[config.mk]
export PLATFORM = sky130hd
export DESIGN_NAME = nrcd_back_flat
export DESIGN_NICKNAME = d
export VERILOG_FILES = /design/src/sv/nrcd_pkg.sv /design/src/sv/nrcd_chan_if.sv /design/src/sv/nrcd_back.sv /design/src/flat_wrapper.sv
export SDC_FILE = /design/constraint.sdc
export NUM_CORES = 1
export LEC_CHECK = 0
export BUFFER_PORTS_ARGS = -buffer_cell sky130_fd_sc_hd__buf_2
export CORE_ASPECT_RATIO = 0.6
export CORE_MARGIN = 2
export CORE_UTILIZATION = 64
export CTS_BUF_LIST = sky130_fd_sc_hd__clkbuf_8
export DETAILED_ROUTE_END_ITERATION = 10
export MAX_ROUTING_LAYER = met4
export PLACE_DENSITY_LB_ADDON = 0.3
export SKIP_LAST_GASP = 1
export SYNTH_ARGS = -nofsm -noshare
export SYNTH_HDL_FRONTEND = slang
export SYNTH_SLANG_ARGS = --single-unit
[constraint.sdc]
create_clock -name clk -period 8.5 [get_ports clk]
set_input_delay 1.275 -clock clk [delete_from_list [all_inputs] [get_ports clk]]
set_output_delay 1.275 -clock clk [all_outputs]
set_load 0.005 [all_outputs]
[src/sv/nrcd_pkg.sv]
// Shared types and constants for the nibble run-length cel decoder.
package nrcd_pkg;

  // Configuration port geometry
  localparam int CFG_W = 9;
  localparam int CFG_IDX_W = 2;

  localparam logic [CFG_IDX_W-1:0] REG_CEL_WIDTH   = 2'd0;
  localparam logic [CFG_IDX_W-1:0] REG_CEL_HEIGHT  = 2'd1;
  localparam logic [CFG_IDX_W-1:0] REG_TRANSPARENT = 2'd2;

  localparam logic [8:0] RESET_CEL_WIDTH   = 9'd16;
  localparam logic [8:0] RESET_CEL_HEIGHT  = 9'd16;
  localparam logic [3:0] RESET_TRANSPARENT = 4'd3;

  // Rows are padded up to a multiple of four pixels
  localparam int PAD_MASK = 3;

  // Input request
  typedef struct packed {
    logic [7:0] code_byte;
  } code_t;

  // Output request
  typedef struct packed {
    logic [3:0] pixel_color;
    logic [7:0] pixel_column;
    logic [7:0] pixel_row;
    logic       is_padding;
    logic       last_of_item;
    logic       image_done;
  } pixel_t;

  // One queued run
  typedef struct packed {
    logic [3:0] count;
    logic [3:0] color;
  } run_ent_t;

  // Queue head as seen by the expander
  typedef struct packed {
    logic     valid;
    run_ent_t ent;
  } run_head_t;

  // Geometry and restart control toward the expander
  typedef struct packed {
    logic       restart;
    logic [8:0] width;
    logic [8:0] height;
    logic [3:0] transparent;
  } geom_t;

endpackage

[src/sv/nrcd_chan_if.sv]
// Valid/ready channel carrying one request of type T.
interface nrcd_chan_if #(parameter type T = logic);
  logic valid;
  logic ready;
  T     data;

  modport source (output valid, output data, input ready);
  modport sink (input valid, input data, output ready);
endinterface

[src/sv/nrcd_back.sv]
// Back end: expands queued runs into pixels with row padding.
module nrcd_back
  import nrcd_pkg::*;
#(
  parameter int MAX_WIDTH  = 256,
  parameter int MAX_HEIGHT = 256
) (
  input  logic          clk,
  input  logic          rst,
  input  geom_t         geom,
  input  run_head_t     head,
  output logic          pop,
  nrcd_chan_if.source   pixel_ch
);

  localparam int CW = $clog2(MAX_WIDTH + 4);
  localparam int RW = (MAX_HEIGHT > 1) ? $clog2(MAX_HEIGHT) : 1;
  localparam int HW = $clog2(MAX_HEIGHT + 1);

  typedef enum logic [2:0] {
    ST_IDLE = 3'b001,
    ST_RUN  = 3'b010,
    ST_PAD  = 3'b100
  } state_t;

  state_t         state, state_next;
  logic [CW-1:0]  col, col_next;
  logic [RW-1:0]  row, row_next;
  logic           done, done_next;
  logic [3:0]     cnt, cnt_next;
  logic [3:0]     color, color_next;

  logic [CW-1:0]  w_eff;
  logic [HW-1:0]  h_eff;
  logic [CW-1:0]  padded;
  logic [CW-1:0]  col_inc;
  logic           row_last;
  logic [RW-1:0]  row_init;
  logic           done_init;

  logic           ovalid;
  pixel_t         opix;
  logic           ready_ok;
  logic           emit;
  pixel_t         pix;

  // Clamp geometry to the supported maximum
  always_comb begin
    if (32'(geom.width) > MAX_WIDTH) w_eff = CW'(MAX_WIDTH);
    else w_eff = CW'(geom.width);
    if (32'(geom.height) > MAX_HEIGHT) h_eff = HW'(MAX_HEIGHT);
    else h_eff = HW'(geom.height);
  end

  assign padded    = (w_eff + CW'(PAD_MASK)) & ~CW'(PAD_MASK);
  assign col_inc   = col + CW'(1);
  assign row_last  = (row == '0);
  assign row_init  = (h_eff == '0) ? '0 : RW'(h_eff - HW'(1));
  assign done_init = (w_eff == '0) || (h_eff == '0);

  assign ready_ok = !ovalid || pixel_ch.ready;

  // Expansion sequencer
  always_comb begin
    state_next = state;
    col_next   = col;
    row_next   = row;
    done_next  = done;
    cnt_next   = cnt;
    color_next = color;
    pop        = 1'b0;
    emit       = 1'b0;
    pix        = '0;
    unique case (state)
      ST_IDLE: begin
        // runs arriving after completion are discarded; hold the queue
        // while a restart is pending so no run is lost to it
        pop = head.valid && !geom.restart;
        if (head.valid && !done) begin
          cnt_next   = head.ent.count;
          color_next = head.ent.color;
          state_next = ST_RUN;
        end
      end
      ST_RUN: begin
        if (ready_ok) begin
          emit             = 1'b1;
          pix.pixel_color  = color;
          pix.pixel_column = 8'(col);
          pix.pixel_row    = 8'(row);
          cnt_next         = cnt - 4'd1;
          if (col_inc >= w_eff) begin
            if (padded != w_eff) begin
              col_next   = w_eff;
              state_next = ST_PAD;
            end else begin
              col_next = '0;
              if (row_last) begin
                done_next        = 1'b1;
                pix.last_of_item = 1'b1;
                pix.image_done   = 1'b1;
                state_next       = ST_IDLE;
              end else begin
                row_next         = row - RW'(1);
                pix.last_of_item = (cnt == 4'd1);
                state_next       = (cnt == 4'd1) ? ST_IDLE : ST_RUN;
              end
            end
          end else begin
            col_next         = col_inc;
            pix.last_of_item = (cnt == 4'd1);
            state_next       = (cnt == 4'd1) ? ST_IDLE : ST_RUN;
          end
        end
      end
      ST_PAD: begin
        if (ready_ok) begin
          emit             = 1'b1;
          pix.pixel_color  = geom.transparent;
          pix.pixel_column = 8'(col);
          pix.pixel_row    = 8'(row);
          pix.is_padding   = 1'b1;
          if (col_inc == padded) begin
            col_next = '0;
            if (row_last) begin
              done_next        = 1'b1;
              pix.last_of_item = 1'b1;
              pix.image_done   = 1'b1;
              state_next       = ST_IDLE;
            end else begin
              row_next         = row - RW'(1);
              pix.last_of_item = (cnt == 4'd0);
              state_next       = (cnt == 4'd0) ? ST_IDLE : ST_RUN;
            end
          end else begin
            col_next = col_inc;
          end
        end
      end
      default: state_next = ST_IDLE;
    endcase
  end

  // Position and sequencer state
  always_ff @(posedge clk) begin
    if (rst) begin
      state <= ST_IDLE;
      done  <= 1'b1;
      col   <= '0;
      row   <= '0;
    end else if (geom.restart) begin
      state <= ST_IDLE;
      done  <= done_init;
      col   <= '0;
      row   <= row_init;
    end else begin
      state <= state_next;
      done  <= done_next;
      col   <= col_next;
      row   <= row_next;
    end
  end

  always_ff @(posedge clk) begin
    cnt   <= cnt_next;
    color <= color_next;
  end

  // Output register
  always_ff @(posedge clk) begin
    if (rst) begin
      ovalid <= 1'b0;
    end else if (ready_ok) begin
      ovalid <= emit;
    end
  end

  always_ff @(posedge clk) begin
    if (ready_ok && emit) opix <= pix;
  end

  assign pixel_ch.valid = ovalid;
  assign pixel_ch.data  = opix;

  // A run being expanded always has pixels left
  a_run_nonzero: assert property (@(posedge clk) disable iff (rst)
    (state == ST_RUN) |-> (cnt != 4'd0))
    else $error("run state with zero count");

  // Real pixels stay inside the image width
  a_col_bound: assert property (@(posedge clk) disable iff (rst)
    (state == ST_RUN) |-> (col < w_eff))
    else $error("column beyond image width");

  // Completion is set only together with the final pixel
  a_done_tag: assert property (@(posedge clk) disable iff (rst)
    ($rose(done) && !$past(geom.restart) && !$past(rst)) |-> (ovalid && opix.image_done))
    else $error("image completed without final pixel");

endmodule

[src/flat_wrapper.sv]
// flat-port wrapper written by rule: the top's interface ports become plain ports
module nrcd_back_flat import nrcd_pkg::*;
#(
  parameter int MAX_WIDTH  = 256,
  parameter int MAX_HEIGHT = 256
)
  (clk, rst, geom, head, pop, pixel_ch_valid, pixel_ch_data, pixel_ch_ready);
  nrcd_chan_if pixel_ch_i ();
  input  logic clk;
  input  logic rst;
  input  geom_t geom;
  input  run_head_t head;
  output logic pop;
  output wire logic [$bits(pixel_ch_i.valid)-1:0] pixel_ch_valid;
  output wire logic [$bits(pixel_ch_i.data)-1:0] pixel_ch_data;
  input wire logic [$bits(pixel_ch_i.ready)-1:0] pixel_ch_ready;
  assign pixel_ch_valid = pixel_ch_i.valid;
  assign pixel_ch_data = pixel_ch_i.data;
  assign pixel_ch_i.ready = pixel_ch_ready;
  nrcd_back #(.MAX_WIDTH(MAX_WIDTH), .MAX_HEIGHT(MAX_HEIGHT)) u_core (.clk(clk), .rst(rst), .geom(geom), .head(head), .pop(pop), .pixel_ch(pixel_ch_i));
endmodule
-- After elaboration in Yosys (flattened, before gate mapping)
Cells that the tools add are included.
- register bits after elaboration: 27
- input port bits: 35
- output and inout port bits: 3
- $add $sub $neg: 5
- $lt $le $gt $ge: 3
- equality and inequality tests: 15
- muxes and demuxes: 50
- reductions and logical operators: 21
- operators with widths (cell ; number):
    $mux 8 ; 8
    $mux 9 ; 7
    $mux 3 ; 8
    $gt 9x9->1 const B ; 2
    $logic_not 9->1 ; 2
    $pmux 9 s2 ; 1
    $mux 1 ; 16
    $pmux 8 s2 ; 1
    $sub 8x1->8 const B ; 2
    $ne 3x2->1 const B ; 4
    $add 9x1->9 const B ; 1
    $add 9x2->9 const B ; 1
    $eq 9x9->1 ; 1
    $ge 9x9->1 ; 1
    $ne 9x9->1 ; 1
    $pmux 3 s3 ; 1
    $logic_not 8->1 ; 1
    $mux 4 ; 2
    $ne 2x1->1 const B ; 4
    $pmux 4 s2 ; 1
    $mux 2 ; 3
    $reduce_and 3->1 ; 2
    $reduce_and 6->1 ; 1
    $eq 4x1->1 const B ; 1
    other kinds (14) ; 22

-- Depth between registers and ports, before layout
Gate-level depths: netlist of run 1.
- depth in word-level cells: 9
- gate-level depth with buffers: 15
- depth with buffers taken out: 13

-- Worst setup path before layout of run 1
Ideal clock, no wire load.
- path kind: in2reg
- start: in geom[21] in the netlist's numbering
- end: reg u_core.row[0]
- data arrival time: 3.657 ns
- slack: 4.757 ns
- stages: 13
- path buffers: 2
- cell sequence: clkbuf_1 inv_1 nand2_1 ha_1 and3_1 a221oi_1 o21ai_0 a21oi_1 o21ai_0 o211a_4 buf_6 a31o_1 a221oi_2
- word-level cells in the longest chain between the ends: 6
- elaborated cells between the ends (all ways): 10
- ends and longest elaborated chain (item ; line ; RTL):
    start: declaration ; flat_wrapper.sv:11 ; input geom_t geom;
    $gt 9x9->1 ; nrcd_back.sv:49 ; if (32'(geom.width) > MAX_WIDTH) w_eff = CW'(MAX_WIDTH);
    $mux 9 * ; nrcd_back.sv:49 ;
    $add 9x2->9 ; nrcd_back.sv:55 ; assign padded = (w_eff + CW'(PAD_MASK)) & ~CW'(PAD_MASK);
    $eq 9x9->1 / $ne 9x9->1 (equally long branches) ; nrcd_back.sv:123, nrcd_back.sv:93 ;
    $ne 3x2->1 (no line) / $ne 3x3->1 (equally long branches) ; -- ;
    $reduce_and 6->1 (no line) * ; -- ;
    end signal: assignment ; nrcd_back.sv:155 ; row <= row_init;
    end signal: assignment ; nrcd_back.sv:160 ; row <= row_next;
    end: declaration ; nrcd_back.sv:28 ; logic [RW-1:0] row, row_next;
Mark *: on every way between the ends. The rest lies on a longest branch, timed or not.
A chain may end at the register's enable or synchronous reset.

-- Worst setup path after layout of run 1
- start: reg u_core.col[2]
- end: reg u_core.row[7]
- word-level cells in the longest chain between the ends: 4
- elaborated cells between the ends (all ways): 6
- ends and longest elaborated chain (item ; line ; RTL):
    start: declaration ; nrcd_back.sv:27 ; logic [CW-1:0] col, col_next;
    start signal: assignment ; nrcd_back.sv:159 ; col <= col_next;
    $add 9x1->9 * ; nrcd_back.sv:56 ; assign col_inc = col + CW'(1);
    $ge 9x9->1 / $eq 9x9->1 (equally long branches) ; nrcd_back.sv:92, nrcd_back.sv:123 ;
    $ne 3x2->1 (no line) ; -- ;
    $reduce_and 6->1 (no line) * ; -- ;
Marked as above.

==> impl_metrics.tcl, run 1 <==
set metrics [dict create \
    status "complete, no violations" \
    drv_slew 0 \
    place_ws_ns 4.43 \
    cts_setup_buffers 0 \
    routedWlPerCell_um 16.9 \
    grt_max_degree 18 \
    synth_flop_cell "dfxtp_1" \
    ys_types 71 \
    ys_ff_latch 27 \
    place_inst 372 \
    cts-root-buf "clkbuf_8" \
    grt_pass1_vias 2166 \
    hold_viol 0 \
    vdd_drop_max_mv 0.0997 \
    path_cells "nand3_2 > o21ai_0 > nand2_1 > ha_1 > and3_1 > a221oi_1 > o21ai_0 > a21oi_1 > o21ai_0 > o211a_4 > a21oi_2 > o32ai_1" \
    final_layout_size_suffix_gt1_frac 0.185 \
    worst_slack_ns 4.55 \
    critPathLaunchType "flop" \
    cap_violations 0 \
    relSlewSlack 0.483 \
    die_x_um 84.9 \
    grt_usage 0.296 \
    async_flop_share 0 \
    fillers 275 \
    crit_path_end_kind "flop" \
    max_freq_mhz 253 \
    cp.arrival_ns 4.11 \
    antenna_left 0 \
    critPathKind "reg -> reg" \
    holdPathStages 2 \
    finalNonFillerCells 376 \
    fp.dieArea_sq_um 4460 \
    clk_latency_ns 0.28 \
    vias 2480 \
    cellPowerDensity_nw_per_um2 107 \
    post_cts_resize_count 0 \
    grt-ovfl-total 0 \
    syn_nets 359 \
    clk_pin_slew_ns 0.10 \
    finalSetupTns_ns 0 \
    diodes 0 \
    tightest_slew_ns 0.770 \
    r2r_cells 12 \
    worstPathMaxFanout 12 \
    mostFrequentLayoutCell "nand2_1" \
    numPortBuffers 29 \
    pin_count 38 \
    leakage_nw 1.08 \
    die_height_um 52.5 \
    clockBufferDepth 2 \
    layout.nets 379 \
    wl_um 6340 \
    rsz0062_at_grt "false" \
    firstDrtPassIters 4 \
    cp.required_ns 8.65 \
    fin_crit_sh 0.465 \
    synthesis.instances 310 \
    ys_seq_area_frac 0.235 \
    cts_tree "yes" \
    syn_to_final_growth_pct 7.27 \
    final_cell_mix "nand2_1, buf_2, dfxtp_1" \
    crit_top_cell "o21ai_0" \
    finalClockSkew_ns 0.0125 \
    crit_slowest_cell "dfxtp_1" \
    place.detailed.hpwl_um 4960 \
    rows 17 \
    viasPerCell 6.60 \
    htree_levels 1 \
    cts_sinks 27 \
    cts_buffers 3 \
    remaining_drc_errors 0 \
    gp_congestion 1.02 \
    min_period_ns 3.95 \
    core_sq_um 3720 \
    crit_path_max_incr_delay_ns 0.59 \
    grt_pass1_wl_um 10200 \
    syn_avg_cell_area_sq_um 8.11 \
    min_path_type "reg -> reg" \
    first_iter_violations 192 \
    netlist_area_sq_um 2510 \
    postCtsHoldBufs 0 \
    antenna_found_initial 0 \
    start_util 0.675 \
    ys.warnings.count 0 \
    setup_viol 0 \
    synth_edf_count 5 \
]
layout make-up:
class	instances	area, sq um	area share
Clock inverter	1	5.00	0.00186
Tap cell	47	58.8	0.0218
Timing Repair Buffer	30	153	0.0566
Sequential cell	27	591	0.219
Inverter	15	56.3	0.0209
Clock buffer	3	41.3	0.0153
Multi-Input combinational cell	253	1790	0.665
cells in the mapped netlist (6+ instances only):
cell type | number | area share
clkbuf_1 | 8 | 0.012
xnor2_1 | 12 | 0.042
a21oi_1 | 15 | 0.030
nand2b_1 | 11 | 0.027
nor3_1 | 15 | 0.030
o32ai_1 | 6 | 0.021
nand2_1 | 30 | 0.045
a31oi_1 | 6 | 0.015
a211oi_1 | 8 | 0.024
inv_1 | 15 | 0.022
nor2_1 | 19 | 0.028
or2_2 | 9 | 0.022
ha_1 | 14 | 0.070
o21ai_0 | 17 | 0.034
dfxtp_1 | 22 | 0.18
through the flow:
stage	cell area (sq um)	power, W	util	hold WS (ns)
finish	2700	0.000287	0.724	0.490
global route	2700	0.000301	0.724	0.519
CTS	2700	0.000287	0.724	0.490
detailed placement	2650	0.000213	0.712	0.470
global placement	2650	0.000211	0.712	0.467
floorplan	2510	0.000191	-	0.448
power by group:
part	switching, W	internal, W
combinational	0.0000422	0.0000286
sequential	0.00000580	0.000136
clock	0.0000420	0.0000330
total	0.0000900	0.000197
logic make-up after synthesis:
family / Yosys count / share of synthesized area
muxes: 2 / 0.00796
and+or+nand+nor: 119 / 0.259
AOI/OAI and AO/OA: 100 / 0.308
xor gates and xnor gates: 18 / 0.0682
buffers and inverters: 30 / 0.0523
DFF: 27 / 0.235
adders and majority gates: 14 / 0.0697
worst paths after layout:
check                      from             to  slack [ns]
hold / removal    u_core.row[4]  u_core.row[4]        0.49
setup reg to reg  u_core.col[2]  u_core.row[7]        4.55
hold reg to reg   u_core.row[4]  u_core.row[4]        0.49
setup / recovery  u_core.col[2]  u_core.row[7]        4.55
registers in the layout, indices dropped and copies added, names as in the netlist:
register	flops
u_core.cnt	4
u_core.row	8
u_core.col	9
u_core.pixel_ch.data	1
u_core.state	3
u_core.pixel_ch.valid	1
u_core.done	1
layer usage:
layer  global-route usage  part of all wire  vias up  routed length [um]
met5                    -                 0        -                   0
met4               0.0476            0.0054        0                  34
met3                0.109              0.12        6                 747
met2                0.386              0.39      117                2500
met1                0.434              0.48     1145                3050
li1                     -                 -     1212                   -
critical path, delay by kind of cell, from the launching register on:
kind / cells / cell delay [ns]
AO/OA/AOI/OAI: 8 / 2.23
AND/OR/NAND/NOR: 3 / 0.67
flip-flops: 1 / 0.59
adder cells (fa/ha/maj): 1 / 0.33
Power figures use the tool's default switching activity.
==> run 2: changes to the inputs <==
- CORE_UTILIZATION: 64 -> 54
- clock period: 8.5 -> 3.2 ns (I/O delays scaled with it)
==> impl_metrics.tcl, run 2 (synthesized netlist as in run 1, its figures left out) <==
set metrics [dict create \
    layout.nets 407 \
    hold_viol 0 \
    power.total_w 0.000784 \
    cts-root-buf "clkbuf_8" \
    syn_to_final_growth_pct 21.5 \
    remaining_drc_errors 0 \
    final_layout_size_suffix_gt1_frac 0.294 \
    crit_family "compound AO/OA/AOI/OAI gates" \
    multi_input_area_sq_um 1910 \
    reg_top3 "u_core.col x9, u_core.row x8, u_core.cnt x4" \
    final_cell_mix "nand2_1, buf_2, buf_4" \
    grt_pass1_wl_um 11100 \
    cp.required_ns 3.37 \
    tightest_slew_ns 0.911 \
    setup_viol 0 \
    clk_pin_slew_ns 0.10 \
    diodes 0 \
    cts_buffers 3 \
    grt_pass1_vias 2312 \
    gp_congestion 0.896 \
    fin_util 0.676 \
    cts_tree "yes" \
    leakage_nw 1.22 \
    crit_path_max_incr_delay_ns 0.39 \
    crit_slowest_cell "or3_4" \
    die_x_um 92.1 \
    cts_sinks 27 \
    start_util 0.557 \
    critPathKind "reg -> reg" \
    min_period_ns 3.07 \
    grt_max_degree 18 \
    cellPowerDensity_nw_per_um2 257 \
    first_iter_violations 267 \
    firstDrtPassIters 4 \
    fp.dieArea_sq_um 5230 \
    fin_crit_sh 0.959 \
    grt-ovfl-total 0 \
    crit_path_end_kind "flop" \
    vdd_drop_max_mv 0.237 \
    status "complete, no violations" \
    clk_latency_ns 0.28 \
    numPortBuffers 29 \
    max_freq_mhz 326 \
    path_cells "buf_4 > nand3_4 > or3_4 > nand2_2 > ha_4 > and3_4 > a221oi_4 > o21ai_1 > a21oi_2 > o21ai_2 > o211a_4 > and4_1 > a311o_1" \
    place.detailed.hpwl_um 5140 \
    place_ws_ns -0.0449 \
    wl_um 6830 \
    critPathLaunchType "flop" \
    cap_violations 0 \
    htree_levels 1 \
    core_sq_um 4520 \
    pin_count 38 \
    relSlewSlack 0.388 \
    antenna_left 0 \
    largest_register_ff_count 9 \
    clockBufferDepth 2 \
    grt_usage 0.270 \
    largest-register "u_core.col" \
    antenna_found_initial 0 \
    rows 19 \
    postCtsHoldBufs 0 \
    finalSetupTns_ns 0 \
    worst_slack_ns 0.133 \
    place_inst 414 \
    cp.arrival_ns 3.24 \
    viasPerCell 6.26 \
    worstPathMaxFanout 6 \
    finalNonFillerCells 420 \
    worst-path-buf-inv 1 \
    finalClockSkew_ns 0.0126 \
    die_height_um 56.9 \
    vias 2631 \
    min_path_type "in -> reg" \
    fillers 372 \
    drv_slew 0 \
    routedWlPerCell_um 16.3 \
    register_area_sq_um 596 \
]
==> run 2: worst register-to-register path, cell delays in order, from the launching register on <==
cell and delay, ns:
dfxtp_2 0.38, buf_4 0.15, nand3_4 0.10, or3_4 0.39, nand2_2 0.11, ha_4 0.22
and3_4 0.20, a221oi_4 0.29, o21ai_1 0.12, a21oi_2 0.22, o21ai_2 0.09, o211a_4 0.18
and4_1 0.20, a311o_1 0.31
==> run 2: metal layers <==
| metal | part of all wire | vias to the layer above | track usage |
|---|---|---|---|
| met3 | 0.088 | 6 | 0.0403 |
| li1 | - | 1280 | - |
| met1 | 0.50 | 1223 | 0.416 |
| met4 | 0.0037 | 0 | 0.0171 |
| met5 | 0 | - | - |
| met2 | 0.41 | 122 | 0.387 |
==> run 2: report_power, final <==
part | switching, W | total [W] | internal (W)
Clock | 0.000115 | 0.000204 | 0.0000886
Combinational | 0.000118 | 0.000204 | 0.0000857
Sequential | 0.0000151 | 0.000376 | 0.000361
==> run 2: final cells by class <==
type,count,area share
clock inverters,1,0.00246
multi-input cells,254,0.626
flip-flops and latches,27,0.195
well taps,63,0.0258
inverters,15,0.0184
clock buffers,3,0.0135
repair buffers,57,0.119
==> run 2: path summary, 6_finish.rpt <==
kind / startpoint / end / slack, ns / depth (start not counted)
hold reg to reg: u_core.row[4] / u_core.row[4] / 0.49 / 2
setup reg to reg: u_core.col[1] / u_core.row[3] / 0.13 / 13
setup / recovery: u_core.col[1] / u_core.row[3] / 0.13 / 13
hold / removal: head[4] / u_core.cnt[0] / 0.46 / 3
==> run 2: timing repair <==
item / 4_1_cts / 5_1_grt
cloned: 0 / 1
gates resized for setup: 2 / 24
pin swaps: 0 / 5
buffers inserted: 0 / 1
endpoints found under the setup margin: 8 / 18
==> run 2: metrics by stage <==
stage	hold WS (ns)	instance area, sq um
6_report	0.464	3050
3_3_place_gp	0.462	2870
3_5_place_dp	0.467	2870
5_1_grt	0.485	3050
4_1_cts	0.463	2930
2_1_floorplan	0.448	2520
